<file path="src/design/ophal_pkg.sv">
`default_nettype none

package ophal_pkg;

  localparam int FUNC_W        = 2;
  localparam int HANDLE_W      = 6;
  localparam int STATUS_W      = 2;
  localparam int POOL_SIZE_DEF = 64;

  // Request codes
  localparam logic [FUNC_W-1:0] FN_ALLOC = 2'd0;
  localparam logic [FUNC_W-1:0] FN_TRY   = 2'd1;
  localparam logic [FUNC_W-1:0] FN_FREE  = 2'd2;

  // Result status codes
  localparam logic [STATUS_W-1:0] ST_OK      = 2'd0;
  localparam logic [STATUS_W-1:0] ST_NONE    = 2'd1;
  localparam logic [STATUS_W-1:0] ST_BADFREE = 2'd2;

  typedef enum logic [1:0] {
    S_CLEAR,
    S_IDLE,
    S_EXEC
  } state_t;

  typedef struct packed {
    logic clear;
    logic accept;
    logic exec;
  } ctrl_cmd_t;

  typedef struct packed {
    logic clear_last;
  } dp_status_t;

endpackage

`default_nettype wire

</file>
<file path="src/design/ophal_ram.sv">
`default_nettype none

module ophal_ram #(
  parameter int WIDTH = 8,
  parameter int DEPTH = 64
) (
  input  wire logic                     clk,
  input  wire logic                     we,
  input  wire logic [$clog2(DEPTH)-1:0] waddr,
  input  wire logic [WIDTH-1:0]         wdata,
  input  wire logic [$clog2(DEPTH)-1:0] raddr,
  output logic      [WIDTH-1:0]         rdata
);

  logic [WIDTH-1:0] mem [DEPTH];

  always_ff @(posedge clk) begin
    if (we) begin
      mem[waddr] <= wdata;
    end
    rdata <= mem[raddr];
  end

endmodule

`default_nettype wire

</file>
<file path="src/design/ophal_ctrl.sv">
`default_nettype none

module ophal_ctrl (
  input  wire logic                 clk,
  input  wire logic                 rst,
  input  wire logic                 start,
  input  wire ophal_pkg::dp_status_t dp_stat,
  output ophal_pkg::ctrl_cmd_t      cmd,
  output logic                      busy
);

  import ophal_pkg::*;

  state_t state;
  state_t state_next;

  always_ff @(posedge clk) begin
    if (rst) begin
      state <= S_CLEAR;
    end else begin
      state <= state_next;
    end
  end

  always_comb begin
    state_next = state;
    cmd        = '0;
    busy       = 1'b1;
    case (state)
      S_CLEAR: begin
        cmd.clear = 1'b1;
        if (dp_stat.clear_last) begin
          state_next = S_IDLE;
        end
      end
      S_IDLE: begin
        busy = 1'b0;
        if (start) begin
          cmd.accept = 1'b1;
          state_next = S_EXEC;
        end
      end
      S_EXEC: begin
        cmd.exec   = 1'b1;
        state_next = S_IDLE;
      end
      default: begin
        state_next = S_CLEAR;
      end
    endcase
  end

endmodule

`default_nettype wire

</file>
<file path="src/design/ophal_dp.sv">
`default_nettype none

module ophal_dp #(
  parameter int POOL_SIZE = ophal_pkg::POOL_SIZE_DEF
) (
  input  wire logic                               clk,
  input  wire logic                               rst,
  input  wire ophal_pkg::ctrl_cmd_t               cmd,
  input  wire logic [ophal_pkg::FUNC_W-1:0]       func,
  input  wire logic [ophal_pkg::HANDLE_W-1:0]     handle,
  output ophal_pkg::dp_status_t                   dp_stat,
  output logic                                    done,
  output logic      [ophal_pkg::HANDLE_W-1:0]     out_handle,
  output logic      [ophal_pkg::STATUS_W-1:0]     status
);

  import ophal_pkg::*;

  localparam int HW = $clog2(POOL_SIZE);
  localparam int CW = HW + 1;
  localparam logic [HW-1:0] LAST = HW'(POOL_SIZE - 1);

  logic [HW-1:0]       head;
  logic [HW-1:0]       tail;
  logic [CW-1:0]       count;
  logic [CW-1:0]       fresh;
  logic [HW-1:0]       clr_addr;
  logic [FUNC_W-1:0]   req_func;
  logic [HANDLE_W-1:0] req_handle;

  logic [HW+HANDLE_W-1:0] in_ext;
  logic [HW+HANDLE_W-1:0] req_ext;
  logic [HW+HANDLE_W-1:0] grant_ext;
  logic [HW-1:0]          in_idx;
  logic [HW-1:0]          req_idx;
  logic                   req_in_range;

  logic [HW-1:0] q_rdata;
  logic          held_rdata;
  logic          held_we;
  logic [HW-1:0] held_waddr;
  logic          held_wdata;

  logic                grant;
  logic [HW-1:0]       grant_idx;
  logic                pop;
  logic                fresh_take;
  logic                push;
  logic [HANDLE_W-1:0] res_handle;
  logic [STATUS_W-1:0] res_status;

  assign in_ext       = {{HW{1'b0}}, handle};
  assign req_ext      = {{HW{1'b0}}, req_handle};
  assign in_idx       = in_ext[HW-1:0];
  assign req_idx      = req_ext[HW-1:0];
  assign req_in_range = ({26'd0, req_handle} < 32'(POOL_SIZE));
  assign grant_ext    = {{HANDLE_W{1'b0}}, grant_idx};
  assign res_handle   = grant ? grant_ext[HANDLE_W-1:0] : '0;

  assign dp_stat.clear_last = (clr_addr == LAST);

  // Released handles, oldest first. The head entry is read every cycle, so it
  // is ready when the request is decided.
  ophal_ram #(
    .WIDTH (HW),
    .DEPTH (POOL_SIZE)
  ) u_queue (
    .clk   (clk),
    .we    (push),
    .waddr (tail),
    .wdata (req_idx),
    .raddr (head),
    .rdata (q_rdata)
  );

  // One bit per handle, set while held; swept to zero after reset.
  ophal_ram #(
    .WIDTH (1),
    .DEPTH (POOL_SIZE)
  ) u_held (
    .clk   (clk),
    .we    (held_we),
    .waddr (held_waddr),
    .wdata (held_wdata),
    .raddr (in_idx),
    .rdata (held_rdata)
  );

  always_comb begin
    grant      = 1'b0;
    grant_idx  = q_rdata;
    pop        = 1'b0;
    fresh_take = 1'b0;
    push       = 1'b0;
    res_status = ST_OK;
    if (cmd.exec) begin
      case (req_func)
        FN_ALLOC: begin
          if (count != '0) begin
            grant = 1'b1;
            pop   = 1'b1;
          end else if (fresh < CW'(POOL_SIZE)) begin
            grant      = 1'b1;
            fresh_take = 1'b1;
            grant_idx  = fresh[HW-1:0];
          end else begin
            res_status = ST_NONE;
          end
        end
        FN_TRY: begin
          if (count != '0) begin
            grant = 1'b1;
            pop   = 1'b1;
          end else begin
            res_status = ST_NONE;
          end
        end
        FN_FREE: begin
          if (req_in_range && held_rdata && (count < CW'(POOL_SIZE))) begin
            push = 1'b1;
          end else begin
            res_status = ST_BADFREE;
          end
        end
        default: begin
          res_status = ST_OK;
        end
      endcase
    end
  end

  always_comb begin
    held_we    = cmd.clear | grant | push;
    held_wdata = grant;
    if (cmd.clear) begin
      held_waddr = clr_addr;
    end else if (grant) begin
      held_waddr = grant_idx;
    end else begin
      held_waddr = req_idx;
    end
  end

  always_ff @(posedge clk) begin
    if (rst) begin
      head     <= '0;
      tail     <= '0;
      count    <= '0;
      fresh    <= '0;
      clr_addr <= '0;
      done     <= 1'b0;
    end else begin
      done <= cmd.exec;
      if (cmd.clear) begin
        clr_addr <= clr_addr + 1'b1;
      end
      if (pop) begin
        head  <= (head == LAST) ? '0 : head + 1'b1;
        count <= count - 1'b1;
      end
      if (push) begin
        tail  <= (tail == LAST) ? '0 : tail + 1'b1;
        count <= count + 1'b1;
      end
      if (fresh_take) begin
        fresh <= fresh + 1'b1;
      end
    end
  end

  always_ff @(posedge clk) begin
    if (cmd.accept) begin
      req_func   <= func;
      req_handle <= handle;
    end
    if (cmd.exec) begin
      out_handle <= res_handle;
      status     <= res_status;
    end
  end

  a_count_bound: assert property (@(posedge clk) disable iff (rst)
    count <= CW'(POOL_SIZE))
    else $error("released queue count beyond pool size");

  a_fresh_bound: assert property (@(posedge clk) disable iff (rst)
    fresh <= CW'(POOL_SIZE))
    else $error("fresh handle counter beyond pool size");

  a_done_after_exec: assert property (@(posedge clk) disable iff (rst)
    done |-> $past(cmd.exec))
    else $error("result strobe without a decided request");

  a_fail_zero_handle: assert property (@(posedge clk) disable iff (rst)
    done && (status != ST_OK) |-> (out_handle == '0))
    else $error("refused request carries a handle");

  a_no_pop_and_push: assert property (@(posedge clk) disable iff (rst)
    !(pop && push))
    else $error("queue read and written for one request");

endmodule

`default_nettype wire

</file>
<file path="src/design/object_pool_handle_allocator.sv">
// Channel   Ports                         Transfer
// request   start, func, handle           accepted when start is high and busy is low
// result    done, out_handle, status      valid for the single cycle in which done is high
//
// A request is accepted, then decided: the accepting cycle reads the released-handle queue
// head and the handle's held bit; the next cycle decides and, on success, writes the held
// bit and, for a free, the queue. The result shows the cycle after that, while the next
// request may already be taken. After reset the held bitmap is swept to zero, one entry a
// cycle, while busy is high. The receiver cannot stall; results are never held back.
`default_nettype none

module object_pool_handle_allocator #(
  parameter int POOL_SIZE = ophal_pkg::POOL_SIZE_DEF
) (
  input  wire logic                           clk,
  input  wire logic                           rst,
  input  wire logic                           start,
  output logic                                busy,
  input  wire logic [ophal_pkg::FUNC_W-1:0]   func,
  input  wire logic [ophal_pkg::HANDLE_W-1:0] handle,
  output logic                                done,
  output logic      [ophal_pkg::HANDLE_W-1:0] out_handle,
  output logic      [ophal_pkg::STATUS_W-1:0] status
);

  import ophal_pkg::*;

  ctrl_cmd_t  cmd;
  dp_status_t dp_stat;

  ophal_ctrl u_ctrl (
    .clk     (clk),
    .rst     (rst),
    .start   (start),
    .dp_stat (dp_stat),
    .cmd     (cmd),
    .busy    (busy)
  );

  ophal_dp #(
    .POOL_SIZE (POOL_SIZE)
  ) u_dp (
    .clk        (clk),
    .rst        (rst),
    .cmd        (cmd),
    .func       (func),
    .handle     (handle),
    .dp_stat    (dp_stat),
    .done       (done),
    .out_handle (out_handle),
    .status     (status)
  );

endmodule

`default_nettype wire
</file>
<file path="config.mk">
export PLATFORM = sky130hd
export DESIGN_NAME = object_pool_handle_allocator
export DESIGN_NICKNAME = d
export VERILOG_FILES = /design/src/design/ophal_pkg.sv /design/src/design/ophal_ram.sv /design/src/design/ophal_ctrl.sv /design/src/design/ophal_dp.sv /design/src/design/object_pool_handle_allocator.sv
export SDC_FILE = /design/constraint.sdc
export NUM_CORES = 1
export LEC_CHECK = 0
export BUFFER_PORTS_ARGS = -buffer_cell sky130_fd_sc_hd__buf_2
export CORE_ASPECT_RATIO = 1.75
export CORE_MARGIN = 2
export CORE_UTILIZATION = 30
export DETAILED_ROUTE_END_ITERATION = 10
export HOLD_SLACK_MARGIN = 0.06
export PLACE_DENSITY = 0.52
export SLEW_MARGIN = 20
export SYNTH_ARGS = -nofsm -noshare
export SYNTH_HDL_FRONTEND = slang
export SYNTH_HIERARCHICAL = 1
export SYNTH_SLANG_ARGS = --single-unit
</file>
<file path="constraint.sdc">
create_clock -name clk -period 8.3 [get_ports clk]
set_input_delay 0 -clock clk [delete_from_list [all_inputs] [get_ports clk]]
set_output_delay 0 -clock clk [all_outputs]
set_load 0.01 [all_outputs]
</file>
# Word-level counts from Yosys, hierarchy flattened

Memory sizes are Yosys's and may differ from the RTL's. A register that Yosys moved wholly into a read port is not among the register bits.
Index checks and enable logic that the tools add are counted.

Add/subtract/negate cells: 6
Multiply operators: 0
Div/mod/pow operators: 0
Order comparisons: 2
Eq/ne operators: 9
Shifts and indexed selects: 0
Mux-type cells: 40
Bitwise operators: 2
Reductions and logical operators: 7

Operator list:

| operator              | count |
|---|---|
| $mux W6               | 8 |
| $mux W1               | 23 |
| $add A6 B1 Y6 const B | 3 |
| $eq A6 B6 Y1 const B  | 3 |
| $add A7 B1 Y7 const B | 2 |
| $lt A7 B7 Y1 const B  | 2 |
| $mux W7               | 2 |
| $pmux W2 S3           | 2 |
| $mux W2               | 4 |
| $reduce_bool A7 Y1    | 1 |
| $sub A7 B1 Y7 const B | 1 |
| $eq A2 B1 Y1 const B  | 2 |
| $eq A2 B2 Y1 const B  | 2 |
| $logic_not A2 Y1      | 2 |
| $ne A2 B2 Y1 const B  | 2 |
| $or A1 B1 Y1          | 2 |
| $pmux W1 S2           | 1 |
| $reduce_and A2 Y1     | 1 |
| $reduce_bool A2 Y1    | 1 |
| $reduce_or A2 Y1      | 1 |
| $logic_and A1 B1 Y1   | 1 |

Flip-flop bits (word level): 51
Latch bits: 0
Memory bits (writable): 448
ROM bits: 0
Input bits: 11
Output and inout bits: 10
Word-level logic and storage cells: 79
Memories kept: 2

Memory list:

| name             | depth | bits a word | rd ports | clocked after memory_dff | write ports | RTL line        | source |
|---|---|---|---|---|---|---|---|
| u_dp.u_queue.mem | 64    | 6           | 1        | 1                        | 1           | ophal_ram.sv:15 | `logic [WIDTH-1:0] mem [DEPTH];` |
| u_dp.u_held.mem  | 64    | 1           | 1        | 1                        | 1           | ophal_ram.sv:15 |  |

# Depth between registers and ports, before layout

Word-level depth: 9
Mapped depth: 11
Mapped depth without buffers: 9

# Cells and area by module

The synthesis kept the hierarchy.

Modules (own cells, without submodules):

| module                    | instances | cells each | area an instance (sq um) | seq. area each (sq um) |
|---|---|---|---|---|
| ophal_ram at u_dp.u_queue | 1         | 720        | 15225.9                  | 11651.2 |
| ophal_ram at u_dp.u_held  | 1         | 204        | 2914.0                   | 1941.9 |
| ophal_dp                  | 1         | 266        | 2585.0                   | 1141.1 |
| ophal_ctrl                | 1         | 10         | 105.1                    | 40.0 |

# Least setup slack after synthesis

OpenSTA, ideal clock, no wires.

Kind: register to register
Start: reg u_ctrl.state[1]
End: mem u_dp.u_held.mem[15] (enable)
Setup time: 302 ps
Data arrival time: 3173 ps
Data required time: 7998 ps
Setup slack: 4825 ps
Stages on the path, launching flop included: 12
Path buffers: 3
Period minus slack after synthesis: 3475 ps
Cell sequence: dfxtp_1 -> nor2b_1 -> buf_2 -> and2b_1 -> o21ai_4 -> inv_2 -> nor3_1 -> a221oi_1 -> clkbuf_1 -> or3b_2 -> clkbuf_1 -> nor2_1

RTL lines:

| element                | RTL line         | source |
|---|---|---|
| start, declared        | ophal_ctrl.sv:14 | `state_t state;` |
| start signal, assigned | ophal_ctrl.sv:21 | `state <= state_next;` |
| end, declared          | ophal_ram.sv:15  |  |

==> results.py <==
metrics = {
    "finish": {
        "postLayoutCellArea_sq_um": 23500,
        "fin_util_pct": 34.2,
        "drive_gt1_share_pct": 18.3,
        "n_antenna_cell": 0,
        "nNetsFinal": 1256,
        "fillCellCount": 6528,
        "syn_to_final_growth_pct": 12.7,
        "finalNonFillerCells": 2175,
    },
    "drt": {
        "wl_per_cell_um": 22.4,
        "drc_errors": 0,
        "routed_wl_um": 48800,
        "drtAntennaViolNets": 0,
        "viasPerCell": 4.97,
        "drtPass1Iterations": 5,
        "via_count": 10800,
        "drtIter0Drc": 648,
    },
    "floorplanning": {
        "start_util_pct": 30.3,
        "die_h_um": 353,
        "core-area_sq_um": 68600,
        "io_pins": 21,
        "dieArea_sq_um": 71600,
        "fp-row-count": 127,
        "die_x_um": 203,
    },
    "yosys": {
        "synth_top_area_share_pct": 66.9,
        "synth_top_family_by_area": "multiplexers",
        "synth_edf_count": 464,
        "avgSynthCellArea_sq_um": 17.4,
        "synth_top_area_cell": "edfxtp_1",
        "synth_nets": 1222,
        "synthSimpleGateAreaFrac_pct": 7.75,
        "synthTopCellsByArea": "edfxtp_1 67%, mux4_2 10%, dfxtp_1 4.0%",
        "muxShareOfSynthArea_pct": 13.8,
        "synthAdderAreaFrac_pct": 0.697,
        "synth_area_sq_um": 20800,
        "synth_cell_types": 80,
        "seq_area_frac_synth_pct": 70.9,
        "yosys_warnings": 6,
        "synth_cells": 1200,
        "synth_ff_type": "edfxtp_1",
        "synth-compound-area-share_pct": 4.45,
        "synth_seq_cells": 506,
        "async_reset_ff_share_pct": 0,
        "synth-xor-area-share_pct": 0.589,
    },
    "sta": {
        "worst_pin_slew_ns": 1.01,
        "setup_slack_ns": 4.25,
        "finalSetupTns_ns": 0,
        "skew_ns": 0.0310,
        "setup_viol": 0,
        "rsz0062_at_grt": "no",
        "period_share_pct": 48.8,
        "slew_violations": 0,
        "maxSlewHeadroom_pct": 32.2,
        "finalHoldViolations": 0,
        "max_freq_ghz": 0.247,
        "min_period_ns": 4.05,
    },
    "setup_path": {
        "ff2ff_path_depth": 10,
        "required_ns": 8.58,
        "crit_type": "flip-flop to flip-flop",
        "start_kind": "flip-flop",
        "arrival_ns": 4.33,
        "endpoint_kind": "flip-flop",
        "worstPathMaxFanout": 71,
    },
    "clocking": {
        "cts_max_level": 2,
        "insertion_delay_ns": 0.58,
        "cts_buffer_depth": 3,
        "cts_buffers": 46,
        "post_cts_resized": 0,
        "clkTransAtPathRegs_ns": 0.07,
        "cts_setup_buffers": 0,
        "cts_hold_buf": 11,
        "clock-sinks": 506,
        "cts_tree": "done",
        "clock-root-buffer": "clkbuf_16",
    },
    "global_route": {
        "grt_pass1_vias": 11400,
        "grt_pass1_wl_um": 72900,
        "grt_max_degree": 72,
        "grt.overflow.total": 0,
        "antenna_found_initial": 0,
        "grt_util_all_layers_pct": 13.7,
    },
    "placed_design": {
        "place_area_sq_um": 21800,
        "hpwl_um": 32400,
        "portBuffers": 20,
        "place_ws_ns": 4.31,
        "dp.cells": 2077,
        "gp_congestion": 0.788,
    },
    "hold_path": {
        "worst_hold_path_type": "input port to flip-flop",
        "hold_depth": 2,
    },
    "run": {
        "maxCapViolCount": 0,
    },
    "status": {
        "outcome": "finished, final reports clean",
    },
    "power": {
        "p_leak_uw": 0.00693,
        "power.density_nw_per_um2": 212,
        "peakVddDrop_mv": 0.156,
    },
}
[metal layers]
| metal | track usage (%) | vias up | part of all wire, % |
|---|---|---|---|
| li1 | - | 4878 | - |
| met1 | 13.9 | 5648 | 35 |
| met2 | 27.6 | 204 | 59 |
| met3 | 1.45 | 73 | 2.9 |
| met4 | 5.53 | 0 | 3.6 |
| met5 | 0 | - | 0 |
[placed cells by master (no fill, tap or decap), types with 5 or more instances in the layout]
master	netlist	layout
edfxtp_1	464	464
nor2_1	162	162
mux4_2	97	97
clkbuf_16	0	47
dfxtp_1	42	39
nand2_1	32	32
nand3_1	28	28
a21oi_1	24	24
mux2i_1	24	24
buf_2	18	21
nor2b_1	17	17
nor3_1	16	16
buf_4	2	15
clkinv_1	0	13
mux4_1	13	13
o22ai_1	12	12
dlygate4sd3_1	0	11
nand4_1	11	11
xor2_1	10	10
o221ai_1	10	10
ha_1	10	10
nand2b_1	9	9
nand3b_1	9	9
mux2_2	9	9
o31ai_1	8	8
or3_1	8	8
o21ai_1	8	8
inv_1	7	7
a221oi_1	7	7
a211oi_1	7	7
clkbuf_1	29	6
clkinv_2	0	6
bufinv_16	0	6
o22a_1	6	6
inv_6	0	5
o21ai_0	5	5
[worst paths after layout]
kind / start / endpoint / slack [ns]
worst max register to register: u_ctrl/state[1] / u_dp/u_held/mem[21] / 4.25
worst min-delay path: func[1] / u_dp/req_func[1] / 0.17
worst max-delay path: u_ctrl/state[1] / u_dp/u_held/mem[21] / 4.25
worst min register to register: u_dp/head[2] / u_dp/head[2] / 0.50
[Yosys cell counts (6+ instances only)]
master,count
a211oi_1,7
a21oi_1,24
a221oi_1,7
buf_2,18
buf_6,6
clkbuf_1,29
dfxtp_1,42
edfxtp_1,464
ha_1,10
inv_1,7
mux2_2,9
mux2i_1,24
mux4_1,13
mux4_2,97
nand2_1,32
nand2b_1,9
nand3_1,28
nand3b_1,9
nand4_1,11
nor2_1,162
nor2b_1,17
nor3_1,16
o21ai_1,8
o221ai_1,10
o22a_1,6
o22ai_1,12
o31ai_1,8
or3_1,8
xor2_1,10
[layout make-up]
cell class | count | area [sq um] | share of cell area (%)
inverters | 8 | 30.0 | 0.128
clock inverters | 33 | 338 | 1.44
multi-input cells | 625 | 5680 | 24.2
clock buffers | 53 | 1200 | 5.10
well taps | 903 | 1130 | 4.81
repair buffers | 47 | 328 | 1.40
flip-flops and latches | 506 | 14800 | 62.9
[flip-flops by register name, summed over array words and instances (netlist names)]
name	count
u_dp/u_queue/mem	384
u_dp/u_held/mem	64
u_dp/count	7
u_dp/fresh	7
u_dp/clr_addr	6
u_dp/head	6
u_dp/out_handle	6
u_dp/req_handle	6
u_dp/tail	6
u_dp/u_queue/rdata	6
u_ctrl/state	2
u_dp/req_func	2
u_dp/status	2
u_dp/done	1
u_dp/u_held/rdata	1
[critical path, stage by stage (launching register included)]
cell     delay [ns]
dfxtp_1        0.37
nor2b_1        0.15
buf_4          0.25
and2b_1        0.32
o21ai_4        0.15
inv_2          0.73
nor2_1         0.09
o31ai_1        0.83
nor2b_1        0.26
nand3_1        0.32
nor2_1         0.24
[through the flow]
stage                     hold WS [ns]  power, uW
final                            0.174       4970
after global routing             0.143       5130
after CTS                        0.128       5030
after global placement           0.218       2850
after detailed placement         0.216       2850
after floorplan                 0.0643       2830
[cells by family after synthesis]
group	count (synthesis)
XOR/XNOR	14
flip-flops	506
multiplexers	143
AND/OR/NAND/NOR	330
adder cells (fa/ha/maj)	11
AO/OA/AOI/OAI	127
buffers and inverters	69
[where the power goes]
group / switching, uW / internal [uW]
Sequential: 2.48 / 2740
Combinational: 30.9 / 18.8
Clock: 944 / 1230
Total: 978 / 3990
(Power assumes the default switching activity.)
